<file path="src/hdl/received_frame_checker_macros.svh">
// ---------------------------------------------------------------------------
// Received frame checker assertion macros
// Concurrent assertion forms used by the checker's datapath module.
// ---------------------------------------------------------------------------
`ifndef RECEIVED_FRAME_CHECKER_MACROS_SVH
`define RECEIVED_FRAME_CHECKER_MACROS_SVH

// Same-cycle implication, disabled while reset is asserted.
`define RFC_ASSERT_IMPL(lbl, clk, rst_n, ante, cons) \
  lbl: assert property (@(posedge clk) disable iff (!rst_n) (ante) |-> (cons)) \
    else $error("received_frame_checker: assertion failed");

// Next-cycle implication, disabled while reset is asserted.
`define RFC_ASSERT_NEXT(lbl, clk, rst_n, ante, cons) \
  lbl: assert property (@(posedge clk) disable iff (!rst_n) (ante) |=> (cons)) \
    else $error("received_frame_checker: assertion failed");

`endif

</file>
<file path="src/hdl/rfc_pkg.sv">
// ---------------------------------------------------------------------------
// Received frame checker package
// Types, constants and the byte-wise CRC update shared by the checker.
// ---------------------------------------------------------------------------
package rfc_pkg;

  // Configuration register indexes.
  typedef enum logic [1:0] {
    REG_VERSION  = 2'd0,
    REG_ADDRESS  = 2'd1,
    REG_ACK_MASK = 2'd2
  } rfc_reg_e;

  typedef enum logic [1:0] {
    VERDICT_DROP        = 2'd0,
    VERDICT_NACK        = 2'd1,
    VERDICT_DELIVER     = 2'd2,
    VERDICT_DELIVER_ACK = 2'd3
  } rfc_verdict_e;

  localparam int unsigned ApbAddrW = 4;
  localparam int unsigned ApbDataW = 32;

  // Byte positions within a frame.
  localparam logic [7:0] HeaderIdx   = 8'd0;
  localparam logic [7:0] TypeIdx     = 8'd1;
  localparam logic [7:0] AddressIdx  = 8'd2;
  localparam logic [7:0] CrcStartIdx = 8'd2;
  localparam logic [7:0] PayloadIdx  = 8'd5;
  localparam logic [7:0] MinLastIdx  = 8'd4;
  localparam logic [7:0] CountMax    = 8'd255;

  localparam logic [4:0] VersionReset = 5'd1;
  localparam logic [7:0] AddressReset = 8'd0;
  localparam logic [2:0] AckMaskReset = 3'd1;

  typedef struct packed {
    logic [4:0] version;
    logic [7:0] address;
    logic [2:0] ack_mask;
  } rfc_cfg_t;

  typedef struct packed {
    logic         payload_valid;
    logic [7:0]   payload_byte;
    logic         frame_done;
    rfc_verdict_e verdict;
    logic [7:0]   frame_type;
    logic [2:0]   ack_bits;
    logic [7:0]   payload_length;
  } rfc_result_t;

  // Reflected CRC-CCITT (polynomial 0x8408) advanced by one byte.
  function automatic logic [15:0] crc_feed(input logic [15:0] crc, input logic [7:0] b);
    logic [7:0] d;
    logic [7:0] e;
    d = b ^ crc[7:0];
    e = d ^ {d[3:0], 4'b0000};
    crc_feed = {e, crc[15:8]} ^ {12'h000, e[7:4]} ^ {5'b00000, e, 3'b000};
  endfunction

endpackage

</file>
<file path="src/hdl/rfc_if.sv">
// ---------------------------------------------------------------------------
// Received frame checker stream interfaces
// Valid/ready channels for incoming frame bytes and per-byte results.
// ---------------------------------------------------------------------------
interface rfc_req_if;
  logic       valid;
  logic       ready;
  logic [7:0] data_byte;
  logic       is_last;

  modport source (output valid, output data_byte, output is_last, input ready);
  modport sink   (input valid, input data_byte, input is_last, output ready);
endinterface

interface rfc_rsp_if;
  logic       valid;
  logic       ready;
  logic       payload_valid;
  logic [7:0] payload_byte;
  logic       frame_done;
  logic [1:0] verdict;
  logic [7:0] frame_type;
  logic [2:0] ack_bits;
  logic [7:0] payload_length;

  modport source (
    output valid, output payload_valid, output payload_byte, output frame_done,
    output verdict, output frame_type, output ack_bits, output payload_length,
    input  ready
  );
  modport sink (
    input  valid, input payload_valid, input payload_byte, input frame_done,
    input  verdict, input frame_type, input ack_bits, input payload_length,
    output ready
  );
endinterface

</file>
<file path="src/hdl/rfc_core.sv">
// ---------------------------------------------------------------------------
// Received frame checker datapath
// Input register, frame state with CRC, and the result register.
// ---------------------------------------------------------------------------
`include "received_frame_checker_macros.svh"

module rfc_core (
  input  logic              clk_i,
  input  logic              rst_ni,
  input  rfc_pkg::rfc_cfg_t cfg_i,
  rfc_req_if.sink           req,
  rfc_rsp_if.source         rsp
);

  logic                 in_valid_q;
  logic [7:0]           in_byte_q;
  logic                 in_last_q;
  logic                 adv;

  logic                 out_valid_q;
  rfc_pkg::rfc_result_t out_q;
  rfc_pkg::rfc_result_t res_d;

  logic [7:0]  cnt_q, cnt_d;
  logic [15:0] crc_q, crc_d;
  logic [7:0]  dly0_q, dly0_d;
  logic [7:0]  dly1_q, dly1_d;
  logic [7:0]  hdr_q, hdr_d;
  logic [7:0]  type_q, type_d;
  logic [7:0]  addr_q, addr_d;

  logic [7:0]  hdr_eff;
  logic [7:0]  type_eff;
  logic [7:0]  addr_eff;
  logic [15:0] crc_fed;
  logic [15:0] rx_crc;
  logic        len_ok;
  logic        hdr_ok;

  // The item in the input register moves on whenever the result register
  // is empty or being emptied in this cycle.
  assign adv       = in_valid_q && (!out_valid_q || rsp.ready);
  assign req.ready = !in_valid_q || adv;

  always_ff @(posedge clk_i or negedge rst_ni) begin
    if (!rst_ni) begin
      in_valid_q <= 1'b0;
    end else if (req.ready) begin
      in_valid_q <= req.valid;
    end
  end

  always_ff @(posedge clk_i) begin
    if (req.valid && req.ready) begin
      in_byte_q <= req.data_byte;
      in_last_q <= req.is_last;
    end
  end

  always_comb begin
    hdr_eff  = (cnt_q == rfc_pkg::HeaderIdx)  ? in_byte_q : hdr_q;
    type_eff = (cnt_q == rfc_pkg::TypeIdx)    ? in_byte_q : type_q;
    addr_eff = (cnt_q == rfc_pkg::AddressIdx) ? in_byte_q : addr_q;
    crc_fed  = (cnt_q >= rfc_pkg::CrcStartIdx) ? rfc_pkg::crc_feed(crc_q, dly1_q) : crc_q;
    rx_crc   = {dly0_q, in_byte_q};
    len_ok   = (cnt_q >= rfc_pkg::MinLastIdx) && (cnt_q != rfc_pkg::CountMax);
    hdr_ok   = (hdr_eff[7:3] == cfg_i.version) && (addr_eff == cfg_i.address);

    res_d = '0;
    res_d.payload_valid = (cnt_q >= rfc_pkg::PayloadIdx);
    res_d.payload_byte  = res_d.payload_valid ? dly1_q : 8'd0;

    if (in_last_q) begin
      // The last byte closes the frame and all frame state starts afresh.
      cnt_d  = '0;
      crc_d  = '0;
      dly0_d = '0;
      dly1_d = '0;
      hdr_d  = '0;
      type_d = '0;
      addr_d = '0;
      res_d.frame_done     = 1'b1;
      res_d.frame_type     = type_eff;
      res_d.ack_bits       = hdr_eff[2:0];
      res_d.payload_length = len_ok ? (cnt_q - rfc_pkg::MinLastIdx) : 8'd0;
      priority if (!len_ok || !hdr_ok) begin
        res_d.verdict = rfc_pkg::VERDICT_DROP;
      end else if (crc_fed != rx_crc) begin
        res_d.verdict = rfc_pkg::VERDICT_NACK;
      end else if ((hdr_eff[2:0] & cfg_i.ack_mask) != 3'd0) begin
        res_d.verdict = rfc_pkg::VERDICT_DELIVER_ACK;
      end else begin
        res_d.verdict = rfc_pkg::VERDICT_DELIVER;
      end
    end else begin
      cnt_d  = (cnt_q != rfc_pkg::CountMax) ? cnt_q + 8'd1 : cnt_q;
      crc_d  = crc_fed;
      dly0_d = in_byte_q;
      dly1_d = dly0_q;
      hdr_d  = hdr_eff;
      type_d = type_eff;
      addr_d = addr_eff;
    end
  end

  always_ff @(posedge clk_i or negedge rst_ni) begin
    if (!rst_ni) begin
      cnt_q  <= '0;
      crc_q  <= '0;
      dly0_q <= '0;
      dly1_q <= '0;
      hdr_q  <= '0;
      type_q <= '0;
      addr_q <= '0;
    end else if (adv) begin
      cnt_q  <= cnt_d;
      crc_q  <= crc_d;
      dly0_q <= dly0_d;
      dly1_q <= dly1_d;
      hdr_q  <= hdr_d;
      type_q <= type_d;
      addr_q <= addr_d;
    end
  end

  always_ff @(posedge clk_i or negedge rst_ni) begin
    if (!rst_ni) begin
      out_valid_q <= 1'b0;
    end else if (adv) begin
      out_valid_q <= 1'b1;
    end else if (rsp.ready) begin
      out_valid_q <= 1'b0;
    end
  end

  always_ff @(posedge clk_i) begin
    if (adv) begin
      out_q <= res_d;
    end
  end

  assign rsp.valid          = out_valid_q;
  assign rsp.payload_valid  = out_q.payload_valid;
  assign rsp.payload_byte   = out_q.payload_byte;
  assign rsp.frame_done     = out_q.frame_done;
  assign rsp.verdict        = out_q.verdict;
  assign rsp.frame_type     = out_q.frame_type;
  assign rsp.ack_bits       = out_q.ack_bits;
  assign rsp.payload_length = out_q.payload_length;

  `RFC_ASSERT_NEXT(a_last_clears_frame, clk_i, rst_ni, adv && in_last_q, cnt_q == 8'd0 && crc_q == 16'd0)
  `RFC_ASSERT_NEXT(a_count_steps, clk_i, rst_ni, adv && !in_last_q && cnt_q != rfc_pkg::CountMax, cnt_q == $past(cnt_q) + 8'd1)
  `RFC_ASSERT_IMPL(a_empty_out_advances, clk_i, rst_ni, in_valid_q && !out_valid_q, adv)
  `RFC_ASSERT_NEXT(a_held_request_kept, clk_i, rst_ni, in_valid_q && !adv, in_valid_q && $stable(in_byte_q) && $stable(in_last_q))

endmodule

</file>
<file path="src/flat_wrapper.sv">
// flat-port wrapper written by rule: the top's interface ports become plain ports
module rfc_core_flat 
  (clk_i, rst_ni, cfg_i, req_valid, req_data_byte, req_is_last, req_ready, rsp_valid, rsp_payload_valid, rsp_payload_byte, rsp_frame_done, rsp_verdict, rsp_frame_type, rsp_ack_bits, rsp_payload_length, rsp_ready);
  rfc_req_if req_i ();
  rfc_rsp_if rsp_i ();
  input  logic clk_i;
  input  logic rst_ni;
  input  rfc_pkg::rfc_cfg_t cfg_i;
  input wire logic [$bits(req_i.valid)-1:0] req_valid;
  input wire logic [$bits(req_i.data_byte)-1:0] req_data_byte;
  input wire logic [$bits(req_i.is_last)-1:0] req_is_last;
  output wire logic [$bits(req_i.ready)-1:0] req_ready;
  output wire logic [$bits(rsp_i.valid)-1:0] rsp_valid;
  output wire logic [$bits(rsp_i.payload_valid)-1:0] rsp_payload_valid;
  output wire logic [$bits(rsp_i.payload_byte)-1:0] rsp_payload_byte;
  output wire logic [$bits(rsp_i.frame_done)-1:0] rsp_frame_done;
  output wire logic [$bits(rsp_i.verdict)-1:0] rsp_verdict;
  output wire logic [$bits(rsp_i.frame_type)-1:0] rsp_frame_type;
  output wire logic [$bits(rsp_i.ack_bits)-1:0] rsp_ack_bits;
  output wire logic [$bits(rsp_i.payload_length)-1:0] rsp_payload_length;
  input wire logic [$bits(rsp_i.ready)-1:0] rsp_ready;
  assign req_i.valid = req_valid;
  assign req_i.data_byte = req_data_byte;
  assign req_i.is_last = req_is_last;
  assign req_ready = req_i.ready;
  assign rsp_valid = rsp_i.valid;
  assign rsp_payload_valid = rsp_i.payload_valid;
  assign rsp_payload_byte = rsp_i.payload_byte;
  assign rsp_frame_done = rsp_i.frame_done;
  assign rsp_verdict = rsp_i.verdict;
  assign rsp_frame_type = rsp_i.frame_type;
  assign rsp_ack_bits = rsp_i.ack_bits;
  assign rsp_payload_length = rsp_i.payload_length;
  assign rsp_i.ready = rsp_ready;
  rfc_core u_core (.clk_i(clk_i), .rst_ni(rst_ni), .cfg_i(cfg_i), .req(req_i), .rsp(rsp_i));
endmodule
</file>
<file path="config.mk">
export PLATFORM = sky130hd
export DESIGN_NAME = rfc_core_flat
export DESIGN_NICKNAME = d
export VERILOG_FILES = /design/src/hdl/rfc_pkg.sv /design/src/hdl/rfc_if.sv /design/src/hdl/rfc_core.sv /design/src/flat_wrapper.sv
export VERILOG_INCLUDE_DIRS = /design/src /design/src/hdl
export SDC_FILE = /design/constraint.sdc
export NUM_CORES = 1
export LEC_CHECK = 0
export ABC_AREA = 1
export BUFFER_PORTS_ARGS = -buffer_cell sky130_fd_sc_hd__buf_2
export CAP_MARGIN = 20
export CORE_UTILIZATION = 40
export DETAILED_ROUTE_END_ITERATION = 16
export GPL_TIMING_DRIVEN = 0
export PLACE_DENSITY = 0.61
export SLEW_MARGIN = 20
export SYNTH_ARGS = -nofsm -noshare
export SYNTH_HDL_FRONTEND = slang
export SYNTH_SLANG_ARGS = --single-unit
</file>
<file path="constraint.sdc">
create_clock -name clk_i -period 2.3 [get_ports clk_i]
set_input_delay 0.345 -clock clk_i [delete_from_list [all_inputs] [get_ports clk_i]]
set_output_delay 0.345 -clock clk_i [all_outputs]
set_load 0.01 [all_outputs]
</file>
---- Word-level counts from Yosys, hierarchy flattened ----
Cells that the tools add are included.
storage, ports and cells
  word-level logic and storage cells ...... 74
  output and inout port bits .............. 33
  register bits after elaboration ......... 106
cells by class
  bitwise gates (word level) .............. 6
  equal/unequal tests ..................... 6
  multiplexer cells ....................... 19
  $add $sub $neg .......................... 2
  magnitude comparators ................... 3
  reductions and logical operators ........ 19
operators with widths
  cell                   number
  $mux W8                11
  $mux W16               2
  $mux W22               1
  $ge A8 B3 Y1 const B   2
  $ne A16 B16 Y1         1
  $xor A16 B11 Y16       1
  $xor A16 B4 Y16        1
  $xor A8 B8 Y8          2
  $add A8 B1 Y8 const B  1
  $eq A8 B1 Y1 const B   1
  $eq A8 B2 Y1 const B   1
  $eq A8 B8 Y1           1
  $ge A8 B2 Y1 const B   1
  $logic_not A8 Y1       1
  $ne A8 B8 Y1 const B   1
  $sub A8 B3 Y8 const B  1
  $eq A5 B5 Y1           1
  $logic_and A1 B1 Y1    4
  $logic_not A1 Y1       4
  $mux W2                2
  $reduce_and A2 Y1      2
  $reduce_bool A2 Y1     2
  $and A3 B3 Y3          1
  $logic_or A1 B1 Y1     3
  other kinds (5)        7

---- Depth between registers and ports, before layout ----
Gate-level depths: netlist (run 1).
  depth in word-level cells ............... 9
  gate-level depth with buffers ........... 16

---- Worst setup path before layout (run 1) ----
Ideal clock, no wire load.
  path kind ............................... flip-flop to flip-flop
  from .................................... register u_core.out_valid_q, in the netlist u_core.rsp.valid
  to ...................................... register u_core.out_q (netlist bit u_core.rsp.ack_bits[0]) (enable)
  required time ........................... 1892 ps
  period minus slack after synthesis ...... 2187 ps
  setup slack ............................. 113 ps
  buffers on the path ..................... 1
  data arrival time ....................... 1779 ps
  cell stages (with the launch flop) ...... 5
  cell sequence ........................... dfrtp_1 -> nand2_1 -> nand2_1 -> inv_1 -> clkbuf_1
on the way
  cells in the longest elaborated chain, start to end .. 3
ends and longest elaborated chain
  element                   line             RTL
  start: declaration        rfc_core.sv:20   logic out_valid_q;
  start signal: assignment  rfc_core.sv:128  out_valid_q <= 1'b0;
  start signal: assignment  rfc_core.sv:130  out_valid_q <= 1'b1;
  start signal: assignment  rfc_core.sv:132  out_valid_q <= 1'b0;
  $logic_not A1 Y1          rfc_core.sv:42   assign adv = in_valid_q && (!out_valid_q || rsp.ready);
  $logic_or A1 B1 Y1        rfc_core.sv:42
  $logic_and A1 B1 Y1       rfc_core.sv:42
  named net u_core.adv      rfc_core.sv:18   logic adv;
  end signal: assignment    rfc_core.sv:138  out_q <= res_d;
  end: declaration          rfc_core.sv:21   rfc_pkg::rfc_result_t out_q;
The timed path passes the listed nets, and every way through them passes these cells.
A chain may end at the register's enable or synchronous reset.

---- Worst setup path after layout (run 1) ----
  from .................................... register u_core.cnt_q[3]
  to ...................................... register u_core.out_q (netlist bit u_core.rsp.verdict[0]) (data pin)
on the way
  cells in the longest elaborated chain, start to end .. 7
  elaborated cells on any way between the ends .. 21
  classes of those cells .................. order compare: 2; eq/ne: 5; mux: 5; bitwise: 1; reduce/logical: 8
ends and longest elaborated chain
  element                                               line             RTL
  start: declaration                                    rfc_core.sv:24   logic [7:0] cnt_q, cnt_d;
  start signal: assignment                              rfc_core.sv:116  cnt_q <= cnt_d;
  branches (longest 7 deep; another with $ge A8 B2 Y1)  n/a
Parallel ways; which one is timed is not known.

==> results_dict.tcl, run 1 <==
set metrics [dict create \
    outcome "finished, final reports clean" \
    grt_overflow 0 \
    diodes 0 \
    slowest_stage "dfrtp_1" \
    first_global_vias 4989 \
    path_clk_slew_ns 0.07 \
    whs_endpoint "u_core.in_byte_q[5]" \
    rows 43 \
    post-route-util 0.493 \
    place_area_mm2 0.00628 \
    largest_reg_flops 16 \
    maxSlewViolCount 0 \
    multi_input_area_mm2 0.00244 \
    synth.avg_cell_area_um2 8.22 \
    clkSinkCount 106 \
    critPathTopFamily "simple AND/OR/NAND/NOR gates" \
    worstMarginPinSlew_ns 0.736 \
    crit_chain "inv_2, ha_4, nand2_1, nand3b_4, nand2_8, buf_12, nand2_2, nand2_1, nand2_1, nand2_1, nand4_1, nor2_2, nand4_1, nand2_1, inv_1" \
    design_area_mm2 0.00685 \
    finalHoldViolCount 0 \
    finClkSkew_ns 0.0116 \
    seqPwrFrac 0.290 \
    crit_buf_inv 3 \
    yosysWarnings 0 \
    hp-class "in -> reg" \
    cp_data_arrival_time_ns 2.42 \
    critical-path-max-stage-delay_ns 0.39 \
    min_period_ns 2.30 \
    r2r_setup_slack_ns 0.004 \
    required_ns 2.42 \
    peakVddDrop_uv 590 \
    routed_wl_mm 15.9 \
    vias 5186 \
    io_buffers 61 \
    netSwitchingPower_uw 4150 \
    setup_viol_count_final 0 \
    maxCapViolations 0 \
    ios 62 \
    drc_errors 0 \
    p_int_uw 5310 \
    hpwl_mm 11.2 \
    syn-num-nets 729 \
    path_depth 15 \
    cts_buffers 9 \
    yosysUniqueCellTypes 32 \
    cts_buffer_depth 2 \
    areaGrowthSynthToFinish_pct 20.4 \
    grt_pass1_wl_mm 25.2 \
    register_area_mm2 0.00285 \
    drive_gt1_frac 0.184 \
    critical_path.most_common_cell "nand2_1" \
    reg2reg_depth 15 \
    cts_tree "built" \
    critPathLaunchType "flip-flop" \
    synth-seq-cells 106 \
    syn_inst 692 \
    whs_path_depth 1 \
    rsz0062_at_grt "yes" \
    finalNetCount 822 \
    clockPowerShare 0.177 \
    setup_slack_ns 0.00386 \
    grt.total_usage 0.227 \
    wl_per_cell_um 16.4 \
    die-area_mm2 0.0147 \
    cts_max_level 3 \
    firstDrtPassIters 6 \
    switching_share 0.439 \
    worstSkewPairLatency_ns 0.36 \
    netlist_area_mm2 0.00569 \
    drtAntennaViolNets 0 \
    preCtsSetupSlack_ns -0.269 \
    hold_start "req_data_byte[5]" \
    grt_max_degree 55 \
    p_leak_uw 0.00330 \
    via_per_inst 5.35 \
    worstSetupPathType "reg -> reg" \
    timing.final.crit_share 0.998 \
    power_uw 9460 \
    gp_congestion 0.905 \
    grt_antenna_before_repair 0 \
    fmax_ghz 0.436 \
    core_mm2 0.0139 \
    initial_utilization 0.410 \
    drtIter0Drc 393 \
    combinationalPowerShare 0.533 \
    r2r_start "u_core.cnt_q[3]" \
    die_w_um 121 \
    worstSetupEndpointType "flip-flop" \
    slew_headroom 0.510 \
    die-height_um 121 \
    fillers 1348 \
    cts_root_buf "clkbuf_16" \
    power_density_mw_per_mm2 1380 \
    largest-register "u_core.crc_q" \
    regToRegEndpoint "u_core.rsp.verdict[0]" \
    synth_seq_area_share 0.502 \
    cp_max_fo 10 \
]
-- worst max path at each step --
stage,start,endpoint,slack [ns]
2_1_floorplan,u_core.rsp.valid,u_core.rsp.ack_bits[0],0.11
3_3_place_gp,rsp_ready,u_core.rsp.verdict[0],-0.72
3_5_place_dp,u_core.cnt_q[2],u_core.rsp.verdict[0],-0.27
4_1_cts,u_core.cnt_q[0],u_core.rsp.verdict[0],0.009
5_1_grt,u_core.cnt_q[3],u_core.rsp.verdict[0],-0.13
6_report,u_core.cnt_q[3],u_core.rsp.verdict[0],0.004
-- logic make-up after synthesis --
logic type | after synthesis | synth area share
buf+inv | 109 | 0.0816
simple gates | 360 | 0.284
fa+ha+maj | 8 | 0.0176
xor+xnor | 13 | 0.0200
compound gates | 96 | 0.0957
flops | 106 | 0.502
-- repair_timing --
item / in CTS / in global routing
resized for setup: 22 / 14
cloned: 0 / 0
hold buffers: 1 / 0
endpoints found under the hold margin: 12 / 0
setup buffers: 9 / 9
pin swaps: 4 / 5
endpoints found under the setup margin: 2 / 4
-- final cells by class --
cell class / instances / share of cell area
plain buffers: 23 / 0.0245
inverters: 86 / 0.0479
well taps: 180 / 0.0329
flip-flops and latches: 106 / 0.417
repair buffers: 82 / 0.0753
clock buffers: 9 / 0.0329
multi-input cells: 477 / 0.356
clock inverters: 7 / 0.0133
-- synth_stat cells, drive strengths merged --
master	number	area [µm²]
nand2	200	776
ha	8	100
nor3	7	35.0
nor3b	2	15.0
nand3	93	490
nor4	1	6.26
a21oi	5	25.0
clkinv	1	3.75
clkbuf	12	45.0
o21ai	48	248
o22ai	42	263
dfrtp	66	1650
buf	11	96.4
xor2	10	87.6
or2	1	6.26
inv	85	319
xnor2	3	26.3
edfxtp	40	1200
nor2	51	239
nand3b	1	20.0
a22o	1	8.76
nand4	4	25.0
-- power groups by stage --
stage / clock network (µW) / registers (µW) / logic (µW)
finish: 1680 / 2740 / 5040
global route: 1770 / 2790 / 5570
CTS: 1700 / 2740 / 4760
detailed placement: 0 / 2780 / 4460
global placement: 0 / 2760 / 4350
floorplan: 0 / 2780 / 3270
-- cells in the final DEF, fill, tap and decap left out, types with 2 or more instances in the layout --
cell type / netlist / layout
nand2_1: 194 / 191
nand3_1: 88 / 87
inv_1: 84 / 80
dfrtp_1: 66 / 65
buf_2: 2 / 60
nor2_1: 47 / 43
o22ai_1: 42 / 42
edfxtp_1: 40 / 40
o21ai_0: 41 / 38
buf_4: 0 / 18
clkbuf_1: 12 / 11
xor2_1: 10 / 10
clkbuf_16: 0 / 9
buf_6: 7 / 8
nand2_2: 4 / 7
o21ai_1: 5 / 7
nand3_2: 5 / 6
nor3_1: 7 / 6
ha_1: 8 / 6
inv_2: 1 / 4
nand4_1: 4 / 4
nor2_2: 0 / 4
a21oi_1: 5 / 4
o21ai_2: 2 / 3
xnor2_1: 3 / 3
nor2_4: 2 / 2
nor2_8: 2 / 2
clkinv_1: 1 / 2
nor3b_1: 2 / 2
ha_4: 0 / 2
clkinv_2: 0 / 2
inv_6: 0 / 2
bufinv_16: 0 / 2
buf_16: 0 / 2
-- per-stage QoR --
step,cells,setup TNS [ns],hold WS [ns]
floorplan,692,0,0.0494
global placement,933,-28.48,0.462
detailed placement,935,-0.412,0.224
CTS,961,0,0.147
global route,970,-0.198,0.144
finish,970,0,0.156
-- layer usage --
layer  vias to the layer above  global-route usage  wire length (µm)
met5                         -                   0                 0
met4                         0               0.117               438
met3                        34              0.0334               977
met2                       206               0.370              7620
met1                      2467               0.292              6900
li1                       2479                   -                 -
Note: power is estimated with default switching activity, not from simulation.
==> run 2, diff against run 1 <==
- MAX_ROUTING_LAYER: not set -> met4
==> results_dict.tcl, run 2 (synthesis gave the netlist of run 1 again) <==
set metrics [dict create \
    largest-register "u_core.crc_q" \
    die_w_um 121 \
    first_global_vias 4745 \
    path_clk_slew_ns 0.07 \
    ios 62 \
    cts_root_buf "clkbuf_16" \
    peakVddDrop_uv 658 \
    place_area_mm2 0.00628 \
    hpwl_mm 11.3 \
    via_per_inst 5.23 \
    whs_endpoint "u_core.in_byte_q[7]" \
    power_density_mw_per_mm2 1390 \
    hp-class "in -> reg" \
    design_area_mm2 0.00693 \
    layout_commonest_cell "nand2_1" \
    cts_tree "built" \
    gp_congestion 0.943 \
    grt_antenna_before_repair 0 \
    clkSinkCount 106 \
    drive_gt1_frac 0.197 \
    whs_path_depth 1 \
    worstSkewPairLatency_ns 0.36 \
    violations "negative setup slack" \
    maxSlewViolCount 0 \
    drtAntennaViolNets 0 \
    setup_viol_count_final 1 \
    reg2reg_depth 15 \
    largest_reg_flops 16 \
    grt_overflow 0 \
    worstMarginPinSlew_ns 0.735 \
    post-route-util 0.499 \
    grt_max_degree 47 \
    setup_slack_ns -0.0275 \
    worstSetupEndpointType "flip-flop" \
    drc_errors 0 \
    critPathLaunchType "flip-flop" \
    layout_common_cells "nand2_1, nand3_1, inv_1" \
    regToRegEndpoint "u_core.rsp.verdict[0]" \
    vias 5079 \
    worstSetupPathType "reg -> reg" \
    required_ns 2.42 \
    min_period_ns 2.33 \
    finalNetCount 824 \
    cts_buffers 9 \
    rsz0062_at_grt "yes" \
    core_mm2 0.0139 \
    fmax_ghz 0.430 \
    grt.total_usage 0.231 \
    cts_buffer_depth 2 \
    finClkSkew_ns 0.0110 \
    drtIter0Drc 300 \
    areaGrowthSynthToFinish_pct 21.8 \
    hold_start "req_data_byte[7]" \
    wl_per_cell_um 16.3 \
    grt_pass1_wl_mm 24.8 \
    fin_hold_ws_ns 0.152 \
    cp_max_fo 8 \
    maxCapViolations 0 \
    p_leak_uw 0.00333 \
    outcome "finished with violations" \
    finalHoldViolCount 0 \
    r2r_start "u_core.cnt_q[0]" \
    diodes 0 \
    initial_utilization 0.410 \
    slew_headroom 0.510 \
    io_buffers 61 \
    cp_data_arrival_time_ns 2.45 \
    die-area_mm2 0.0147 \
    rows 43 \
    die-height_um 121 \
    timing.final.crit_share 1.01 \
    routed_wl_mm 15.8 \
    cts_max_level 3 \
    r2r_setup_slack_ns -0.03 \
    firstDrtPassIters 5 \
]
[run 2: cell types whose count changed in the layout (fill, tap and decap cells not counted), moves of 2 or more]
cell       previous run  this run
nand2_1             191       185
nand2_2               7        12
nand3_1              87        82
nand3_2               6        11
buf_6                 8         5
clkbuf_1             11        14
clkbuf_16             9        11
clkinv_2              2         0
[run 2: worst max-delay path by stage]
stage	cells after the start	startpoint	end	slack, ns
2_1_floorplan	4	u_core.rsp.valid	u_core.rsp.ack_bits[0]	0.11
3_3_place_gp	6	rsp_ready	u_core.rsp.verdict[1]	-0.68
3_5_place_dp	15	u_core.cnt_q[2]	u_core.rsp.verdict[0]	-0.32
4_1_cts	15	u_core.cnt_q[2]	u_core.rsp.verdict[0]	0.002
5_1_grt	15	u_core.cnt_q[0]	u_core.rsp.verdict[0]	-0.12
6_report	15	u_core.cnt_q[0]	u_core.rsp.verdict[0]	-0.03
[run 2: final cells by class]
| cell class | instances | area [µm²] |
|---|---|---|
| tap | 180 | 225 |
| multi-input combinational | 477 | 2490 |
| inverter | 86 | 330 |
| sequential | 106 | 2850 |
| clock buffer | 13 | 262 |
| timing repair buffer | 84 | 553 |
| buffer | 23 | 169 |
| clock inverter | 3 | 46.3 |
| fill | 1352 | 6950 |
[run 2: critical path, stage by stage, from the launching register on]
cell and delay, ns:
dfrtp_1 0.41, inv_2 0.10, ha_2 0.17, nand2_1 0.05
nand3b_4 0.28, nand2_8 0.17, buf_12 0.14, nand2_4 0.05
nand2_2 0.06, nand2_1 0.05, nand2_1 0.09, nand4_1 0.14
nor2_2 0.16, nand4_1 0.09, nand2_1 0.08, inv_1 0.04
[run 2: what timing repair did]
item	4_1_cts	5_1_grt
endpoints found under the hold margin	20	0
hold buffers	1	0
gates cloned	0	1
endpoints found under the setup margin	2	4
resized for setup	18	30
buffers inserted	11	8
pin swaps	3	16
[run 2: stage by stage]
step           setup slack [ns]  total power (µW)  std cells  setup TNS (ns)
2_1_floorplan             0.113              6050        692               0
6_report                -0.0275              9620        972         -0.0275
5_1_grt                  -0.121             10300        972          -0.221
3_5_place_dp             -0.323              7240        935          -0.509
4_1_cts                 0.00201              9140        963               0
3_3_place_gp             -0.681              7110        933          -27.09
[run 2: layer usage]
metal | GRT usage | up-vias | part of all wire
met2 | 0.366 | 166 | 0.48
met4 | 0.0988 | 0 | 0.019
met5 | - | - | 0
met3 | 0.0320 | 16 | 0.053
li1 | - | 2490 | -
met1 | 0.296 | 2407 | 0.45
[run 2: report_power, final]
part | switching (µW) | internal [µW] | leakage, µW | total (µW)
Clock | 706 | 917 | 0.000146 | 1620
Sequential | 256 | 2490 | 0.00128 | 2740
Combinational | 3250 | 2000 | 0.00191 | 5250
